==> config.mk <==
export PLATFORM = sky130hd
export DESIGN_NAME = mi4_divider
export DESIGN_NICKNAME = d
export VERILOG_FILES = /design/src/rtl/mi4_pkg.sv /design/src/rtl/mi4_divider.sv
export SDC_FILE = /design/constraint.sdc
export NUM_CORES = 2
export LEC_CHECK = 0
export BUFFER_PORTS_ARGS = -buffer_cell sky130_fd_sc_hd__buf_2
export CORE_MARGIN = 2
export CORE_UTILIZATION = 45
export DETAILED_ROUTE_END_ITERATION = 8
export PLACE_DENSITY = 0.74
export SLEW_MARGIN = 20
export SYNTH_ARGS = -nofsm -noshare
export SYNTH_HDL_FRONTEND = slang
export SYNTH_SLANG_ARGS = --single-unit
==> constraint.sdc <==
create_clock -name clk -period 17.05 [get_ports clk]
set_input_delay 0.8525 -clock clk [delete_from_list [all_inputs] [get_ports clk]]
set_output_delay 0.8525 -clock clk [all_outputs]
set_load 0.02 [all_outputs]
==> src/rtl/mi4_pkg.sv <==
// Shared constants, types and index functions for the 4x4 matrix inverse core.
`timescale 1ns / 1ps

package mi4_pkg;

  localparam int FRAC_BITS = 16;
  localparam int ELEM_W    = 32;
  localparam int NELEM     = 16;
  localparam int ADDR_W    = 4;
  localparam int TERMS     = 6;
  localparam int TERM_W    = 3;
  localparam int ADJ_W     = 97;
  localparam int DET_W     = 130;
  localparam int REM_W     = DET_W + ELEM_W;
  localparam int QCNT_W    = 5;

  localparam logic [TERM_W-1:0] LAST_TERM = TERM_W'(TERMS - 1);
  localparam logic [ADDR_W-1:0] LAST_ADDR = ADDR_W'(NELEM - 1);
  localparam logic [ELEM_W-1:0] Q_MIN     = {1'b1, {(ELEM_W-1){1'b0}}};
  localparam logic [ELEM_W-1:0] Q_MAX     = {1'b0, {(ELEM_W-1){1'b1}}};

  typedef struct packed {
    logic             done;
    logic [DET_W-1:0] det;
  } eng_status_t;

  typedef struct packed {
    logic              done;
    logic              sat;
    logic [ELEM_W-1:0] quo;
  } div_result_t;

  // Column of the three-by-three minor that factor k of a determinant term uses.
  function automatic logic [1:0] perm_col(input logic [TERM_W-1:0] term, input logic [1:0] k);
    logic [5:0] cols;
    unique case (term)
      3'd0:    cols = {2'd2, 2'd1, 2'd0};
      3'd1:    cols = {2'd0, 2'd2, 2'd1};
      3'd2:    cols = {2'd1, 2'd0, 2'd2};
      3'd3:    cols = {2'd1, 2'd2, 2'd0};
      3'd4:    cols = {2'd2, 2'd0, 2'd1};
      3'd5:    cols = {2'd0, 2'd1, 2'd2};
      default: cols = '0;
    endcase
    return cols[{k, 1'b0} +: 2];
  endfunction

  // Matrix address of factor k of a term of the cofactor that lands at adjugate entry idx.
  function automatic logic [ADDR_W-1:0] elem_addr(input logic [ADDR_W-1:0] idx,
                                                  input logic [TERM_W-1:0] term,
                                                  input logic [1:0] k);
    logic [1:0] p;
    logic [1:0] q;
    logic [1:0] s;
    logic [1:0] row;
    logic [1:0] col;
    p   = idx[1:0];
    q   = idx[3:2];
    s   = perm_col(term, k);
    row = (k < p) ? k : k + 2'd1;
    col = (s < q) ? s : s + 2'd1;
    return {row, col};
  endfunction

  // True where the term enters the adjugate entry with a minus sign.
  function automatic logic term_neg(input logic [ADDR_W-1:0] idx, input logic [TERM_W-1:0] term);
    return (term >= 3'd3) ^ idx[0] ^ idx[2];
  endfunction

endpackage

==> src/rtl/mi4_divider.sv <==
// Restoring divider that forms one saturated fixed-point quotient a bit per cycle.
`timescale 1ns / 1ps

module mi4_divider (
  input  logic                              clk,
  input  logic                              rst_n,
  input  logic                              start,
  input  logic signed [mi4_pkg::ADJ_W-1:0]  num,
  input  logic signed [mi4_pkg::DET_W-1:0]  den,
  output mi4_pkg::div_result_t              result
);

  typedef enum logic [1:0] {D_IDLE, D_CHK, D_RUN, D_FIN} state_t;

  state_t                      state_r;
  logic                        done_r;
  logic                        neg_r;
  logic                        ovf_r;
  logic                        sat_r;
  logic [mi4_pkg::QCNT_W-1:0]  cnt_r;
  logic [mi4_pkg::REM_W-1:0]   rem_r;
  logic [mi4_pkg::REM_W-1:0]   dsh_r;
  logic [mi4_pkg::DET_W-1:0]   dmag_r;
  logic [mi4_pkg::ELEM_W-1:0]  q_r;
  logic [mi4_pkg::ELEM_W-1:0]  quo_r;
  logic [mi4_pkg::ADJ_W-1:0]   nmag;
  logic                        ge;

  assign nmag = num[mi4_pkg::ADJ_W-1] ? mi4_pkg::ADJ_W'(-num) : mi4_pkg::ADJ_W'(num);
  assign ge   = (rem_r >= dsh_r);

  always_ff @(posedge clk) begin
    if (!rst_n) begin
      state_r <= D_IDLE;
      done_r  <= 1'b0;
    end else begin
      done_r <= 1'b0;
      unique case (state_r)
        D_IDLE: begin
          if (start) begin
            rem_r   <= mi4_pkg::REM_W'(nmag) << (2*mi4_pkg::FRAC_BITS);
            dmag_r  <= den[mi4_pkg::DET_W-1] ? mi4_pkg::DET_W'(-den) : mi4_pkg::DET_W'(den);
            neg_r   <= num[mi4_pkg::ADJ_W-1] ^ den[mi4_pkg::DET_W-1];
            state_r <= D_CHK;
          end
        end
        D_CHK: begin
          ovf_r   <= (rem_r >= {dmag_r, {mi4_pkg::ELEM_W{1'b0}}});
          dsh_r   <= mi4_pkg::REM_W'(dmag_r) << (mi4_pkg::ELEM_W-1);
          cnt_r   <= '1;
          q_r     <= '0;
          state_r <= D_RUN;
        end
        D_RUN: begin
          if (ge) begin
            rem_r <= rem_r - dsh_r;
          end
          q_r   <= {q_r[mi4_pkg::ELEM_W-2:0], ge};
          dsh_r <= dsh_r >> 1;
          cnt_r <= cnt_r - 1'b1;
          if (cnt_r == '0 || ovf_r) begin
            state_r <= D_FIN;
          end
        end
        D_FIN: begin
          done_r  <= 1'b1;
          state_r <= D_IDLE;
          priority if (ovf_r) begin
            sat_r <= 1'b1;
            quo_r <= neg_r ? mi4_pkg::Q_MIN : mi4_pkg::Q_MAX;
          end else if (neg_r) begin
            sat_r <= (q_r > mi4_pkg::Q_MIN);
            quo_r <= (q_r > mi4_pkg::Q_MIN) ? mi4_pkg::Q_MIN : -q_r;
          end else begin
            sat_r <= (q_r > mi4_pkg::Q_MAX);
            quo_r <= (q_r > mi4_pkg::Q_MAX) ? mi4_pkg::Q_MAX : q_r;
          end
        end
        default: state_r <= D_IDLE;
      endcase
    end
  end

  assign result.done = done_r;
  assign result.sat  = sat_r;
  assign result.quo  = quo_r;

endmodule

Word-level counts from Yosys, hierarchy flattened. Cells that the tools add are included.

Add/subtract/negate cells: 5. Magnitude comparators: 4. Equality and inequality tests: 6. Mux-type cells: 18. Bitwise operators: 1. Reduce and logical (&&, ||, !) cells: 11.

Operators with widths (count): 162-bit case mux with 2 select lines (2); 162-bit >= comparator (2); 162-bit two-way mux (2); 162-bit subtractor (1); 32-bit two-way mux (5); 130-bit negation (1); 129-bit two-way mux (1); 97-bit two-way mux (1); 97-bit negation (1); 32-bit case mux with 2 select lines (1); 32-bit by 31-bit greater-than comparator with 1-bit output (second input constant) (1); 32-bit greater-than comparator (second input constant) (1); 32-bit negation (1); 5-bit case mux with 2 select lines (1); 2-bit case mux with 4 select lines (1); 2-bit AND reduction (4); 2-bit inequality test (second input constant) (3); 5-bit zero test (1); 5-bit by 1-bit subtractor with 5-bit output (second input constant) (1); 2-bit equality test (second input constant) (2); 2-bit two-way mux (2); 4-bit AND reduction (1); 2-bit nonzero test (2); 3-bit AND reduction (1); 5 further kinds (6).

Register bits after elaboration: 529. Input bits: 230. Output and inout bits: 34. Word-level logic and storage cells: 57.

Depth between registers and ports, before layout.
Depth after elaboration: 4. Mapped depth: 16. Mapped depth without buffers: 16.

Worst setup path after synthesis. OpenSTA, ideal clock, no wires.

Path kind: reg-to-reg. From: reg rem_r[0] in the netlist's numbering. To: reg rem_r[0] in the netlist's numbering, enable pin. Setup time: 0.923 ns. Data arrival time: 15.169 ns. Data required time: 16.127 ns. Setup slack: 0.958 ns. Cell stages (with the launch flop): 17. Path buffers: 0. Clock period less this slack: 16.092 ns. Cells stage by stage: edfxtp_1 > inv_1 > ha_1 > inv_1 > fa_1 > a21o_1 > a311o_1 > o21ai_0 > o2111a_1 > o32a_1 > a21oi_1 > a21oi_1 > and2_1 > o41ai_1 > a21o_1 > a221oi_1 > a211oi_1.

Longest elaborated chain between the ends: 3.

Ends and longest elaborated chain: from (decl) (RTL line mi4_divider.sv:21) `logic [mi4_pkg::REM_W-1:0] rem_r;`; from (signal assigned) (RTL line mi4_divider.sv:41) `rem_r <= mi4_pkg::REM_W'(nmag) << (2*mi4_pkg::FRAC_BITS);`; from (signal assigned) (RTL line mi4_divider.sv:56) `rem_r <= rem_r - dsh_r;`; 162-bit >= comparator (RTL line mi4_divider.sv:30) `assign ge = (rem_r >= dsh_r);`; 2-bit inequality test (no line); 4-bit AND reduction (no line).

Every way passes these cells. A chain may end at the register's enable or synchronous reset.

Worst setup path in the final report.
From: reg rem_r[19] in the netlist's numbering. To: reg rem_r[121] in the netlist's numbering, enable pin.

The elaborated chain is that of the path after synthesis.

==> impl_metrics.csv <==
group,metric,value,unit
synth,avgSynthCellArea,8.71,um2
detailed_routing,routed_wl,124000,um
floorplanning,initial_core_util,45.4,%
critical_path,worst_setup_path_end_kind,"register",
synth,synth_edf_count,525,
job,drv_cap,0,
pwr,switching_share,45.9,%
clocking,cts_resized,0,
floorplanning,io-pin-count,264,
critical_path,crit_arrival,6.25,ns
clocking,ctsRootBufferMaster,"clkbuf_16",
floorplanning,coreArea,88400,um2
floorplanning,rows,109,
synth,syn_inst,4605,
pwr,combPwrFrac,54.7,%
layout,syn2layout_area_growth,10.9,%
timing,skew,0.0501,ns
placement,finalWeightedCongestion,0.985,
critical_path,crit_type,"register to register",
timing,max_freq,0.167,GHz
timing,min_period_over_period,35.2,%
detailed_routing,dr_total_vias,35325,
placement,pre_cts_ws,11.22,ns
synth,ys.flop_type,"edfxtp_1",
synth,synth_area,40100,um2
floorplanning,die_h,303,um
placement,dp_hpwl,98500,um
clocking,post_cts_buffers,0,
timing,grt_setup_unrepaired,"no",
critical_path,rr_worst_depth,14,
clocking,worstSkewPairLatency,0.67,ns
pwr,seqPwrFrac,28.2,%
pwr,clock_power_share,17.1,%
critical_path,rrSetupSlack,11.05,ns
detailed_routing,via_per_inst,5.90,
pwr,powerDensity,178,nW/um2
synth,syn_nets,5135,
timing,relSlewSlack,20.6,%
pwr,ir_drop,0.000131,V
global_routing,grt_pass1_vias,33448,
critical_path,critPathLaunchType,"register",
global_routing,grt_pass1_wl,190000,um
timing,setup_slack,11.05,ns
clocking,numCtsBuffers,60,
critical_path,path_cells,"ha_1, a21oi_1, o21ai_0, inv_1, o2111a_1, o32a_1, a21oi_1, a21oi_1, and2_1, o41ai_1, a21o_1, a221oi_1, a211oi_4, buf_12",
detailed_routing,drc,0,
global_routing,grt_max_degree,168,
critical_path,critPathRequiredTime,17.30,ns
critical_path,cp_max_fo,133,
detailed_routing,ant_nets,0,
critical_path,rr_startpoint,"rem_r[19]",
timing,fin_crit,6.00,ns
timing,finalSetupTns,0,ns
clocking,cts_tree,"built",
timing,finalHoldViolCount,0,
global_routing,grt.total_usage,26.5,%
synth,ys_warn_count,0,
synth,synth-seq-cells,528,
critical_path,path_common_cell,"a21oi_1",
floorplanning,die_x,303,um
clocking,cts_sinks,528,
clocking,cts_max_level,2,
detailed_routing,drt_iter0_drc,3800,
worst_hold_path,hp-class,"input port to register",
synth,ys_types,81,
pwr,internal-power,4.28,mW
pwr,p_sw,3.62,mW
timing,slew_viol_final,0,
global_routing,grt_overflow,0,
layout,final_nets,5293,
synth,postSynth.asyncResetShare,0,%
critical_path,endpoint,"rem_r[121]",
synth,synth_area_leaders,"edfxtp_1 39%, ha_1 9.3%, xnor2_1 6.4%",
timing,setup_viol,0,
synth,yosysSeqAreaShare,39.4,%
critical_path,max_stage_delay,1.02,ns
placement,place_area,42500,um2
clocking,cts.path.max_buffers,3,
critical_path,slowest_stage,"o41ai_1",
layout,drive_above_1_share,9.35,%
critical_path,reg2reg_to,"rem_r[121]",
floorplanning,die_area,91600,um2
timing,tightest_slew,1.19,ns
clocking,clk_pin_slew,0.06,ns
critical_path,cp-startpoint,"rem_r[19]",
synth,synth_top_cell_area_share,39.3,%
layout,final_area,44500,um2
detailed_routing,dr.pass1.iters,6,
global_routing,antenna_found_initial,12,
clocking,hold_buffers,0,
status,status,"finished, final reports clean",
placement,port_buffers,263,
detailed_routing,wire_per_inst,20.8,um
pwr,leakage,17.4,nW
synth,yosysTopAreaCell,"edfxtp_1",
==> worst max-delay path, delay by kind of cell, from the launching register on <==
kind	cells	cell delay, ns
buf+inv	2	0.60
simple gates	1	0.26
compound gates	10	3.57
fa+ha+maj	1	0.41
flops	1	0.39
==> kinds of logic (layout without fill, tap and decap cells) <==
logic type,count (synthesis),in the layout,share of synthesized area (%)
AOI/OAI and AO/OA,1318,1318,19.7
adders and majority gates,300,300,9.37
muxes,7,7,0.178
other,0,3,0
and+or+nand+nor,1500,1500,17.7
DFF,528,528,39.4
buffers and inverters,576,786,5.44
xor gates and xnor gates,376,376,8.21
==> per-stage QoR <==
| step | hold WS, ns | total power [mW] | std cells | utilization [%] |
|---|---|---|---|---|
| 2_1_floorplan | 0.495 | 5.35 | 4605 | - |
| 3_3_place_gp | 0.519 | 6.41 | 5866 | 48.0 |
| 3_5_place_dp | 0.538 | 6.45 | 5866 | 48.0 |
| 4_1_cts | 0.436 | 7.84 | 5980 | 50.3 |
| 5_1_grt | 0.449 | 8.43 | 5980 | 50.3 |
| 6_report | 0.478 | 7.91 | 5983 | 50.3 |
==> sequential cells by signal, summed over array words and instances, names as in the netlist <==
| name | flops |
|---|---|
| done_r | 1 |
| sat_r | 1 |
| rem_r | 162 |
| q_r | 32 |
| state_r | 2 |
| ovf_r | 1 |
| cnt_r | 5 |
| quo_r | 32 |
| neg_r | 1 |
| dsh_r | 161 |
| dmag_r | 130 |
==> per-layer routing <==
| metal | wire length [um] | share of wire (%) | GRT usage [%] |
|---|---|---|---|
| met1 | 54100 | 44 | 36.5 |
| met2 | 54800 | 44 | 41.8 |
| met3 | 10800 | 8.7 | 5.24 |
| met4 | 4310 | 3.5 | 8.52 |
| met5 | 138 | 0.11 | 0 |
==> Yosys cell counts (17+ instances only) <==
cell / number
nand4_1: 138
or2_2: 17
clkbuf_1: 181
a21o_1: 136
nand3_1: 52
nor4_1: 46
nor2b_1: 27
o21bai_1: 54
nor2_1: 414
o21a_1: 31
ha_1: 299
nand2_1: 496
a21boi_0: 24
edfxtp_1: 525
nand2b_1: 44
a31oi_1: 31
inv_1: 377
o41ai_1: 31
and2_1: 40
xor2_1: 84
xnor2_1: 292
or4_1: 28
o21ai_0: 423
or3_1: 42
nor3_1: 96
o31ai_1: 77
a21oi_1: 421
==> power by group through the flow <==
stage / registers, mW / logic (mW) / clock network (mW)
2_1_floorplan: 2.29 / 3.06 / 0
3_3_place_gp: 2.23 / 4.17 / 0
3_5_place_dp: 2.25 / 4.21 / 0
4_1_cts: 2.22 / 4.24 / 1.37
5_1_grt: 2.27 / 4.75 / 1.41
6_report: 2.23 / 4.33 / 1.35
==> worst min path at each step <==
| stage | slack (ns) | end | startpoint | cells past startpoint |
|---|---|---|---|---|
| 2_1_floorplan | 0.50 | state_r[0] | state_r[0] | 2 |
| 3_3_place_gp | 0.52 | state_r[0] | state_r[0] | 2 |
| 3_5_place_dp | 0.54 | dsh_r[9] | dsh_r[10] | 2 |
| 4_1_cts | 0.44 | dmag_r[0] | den[0] | 1 |
| 5_1_grt | 0.45 | dmag_r[0] | den[0] | 1 |
| 6_report | 0.48 | dmag_r[0] | den[0] | 1 |
==> cell type report <==
type	instances	area [um2]
Antenna cell	3	7.51
Clock buffer	69	1560
Clock inverter	45	479
Fill cell	8286	43900
Inverter	378	1420
Multi-Input combinational cell	3501	22200
Sequential cell	528	15800
Tap cell	1165	1460
Timing Repair Buffer	294	1580
==> layout by cell type (no fill, tap or decap), drive strengths merged, types with 11 or more instances in the layout <==
master / instances
edfxtp: 525
nand2: 497
o21ai: 423
a21oi: 422
nor2: 414
inv: 379
ha: 299
buf: 294
xnor2: 292
nand4: 138
a21o: 136
nor3: 100
xor2: 84
o31ai: 78
clkbuf: 69
o21bai: 54
nand3: 53
or3: 47
nor4: 46
nand2b: 44
and2: 40
o21a: 31
a31oi: 31
o41ai: 31
clkinv: 30
or4: 29
nor2b: 27
a21boi: 24
or2: 18
a211oi: 15
and3: 13
a221oi: 12
nand3b: 11
(Power assumes the default switching activity.)
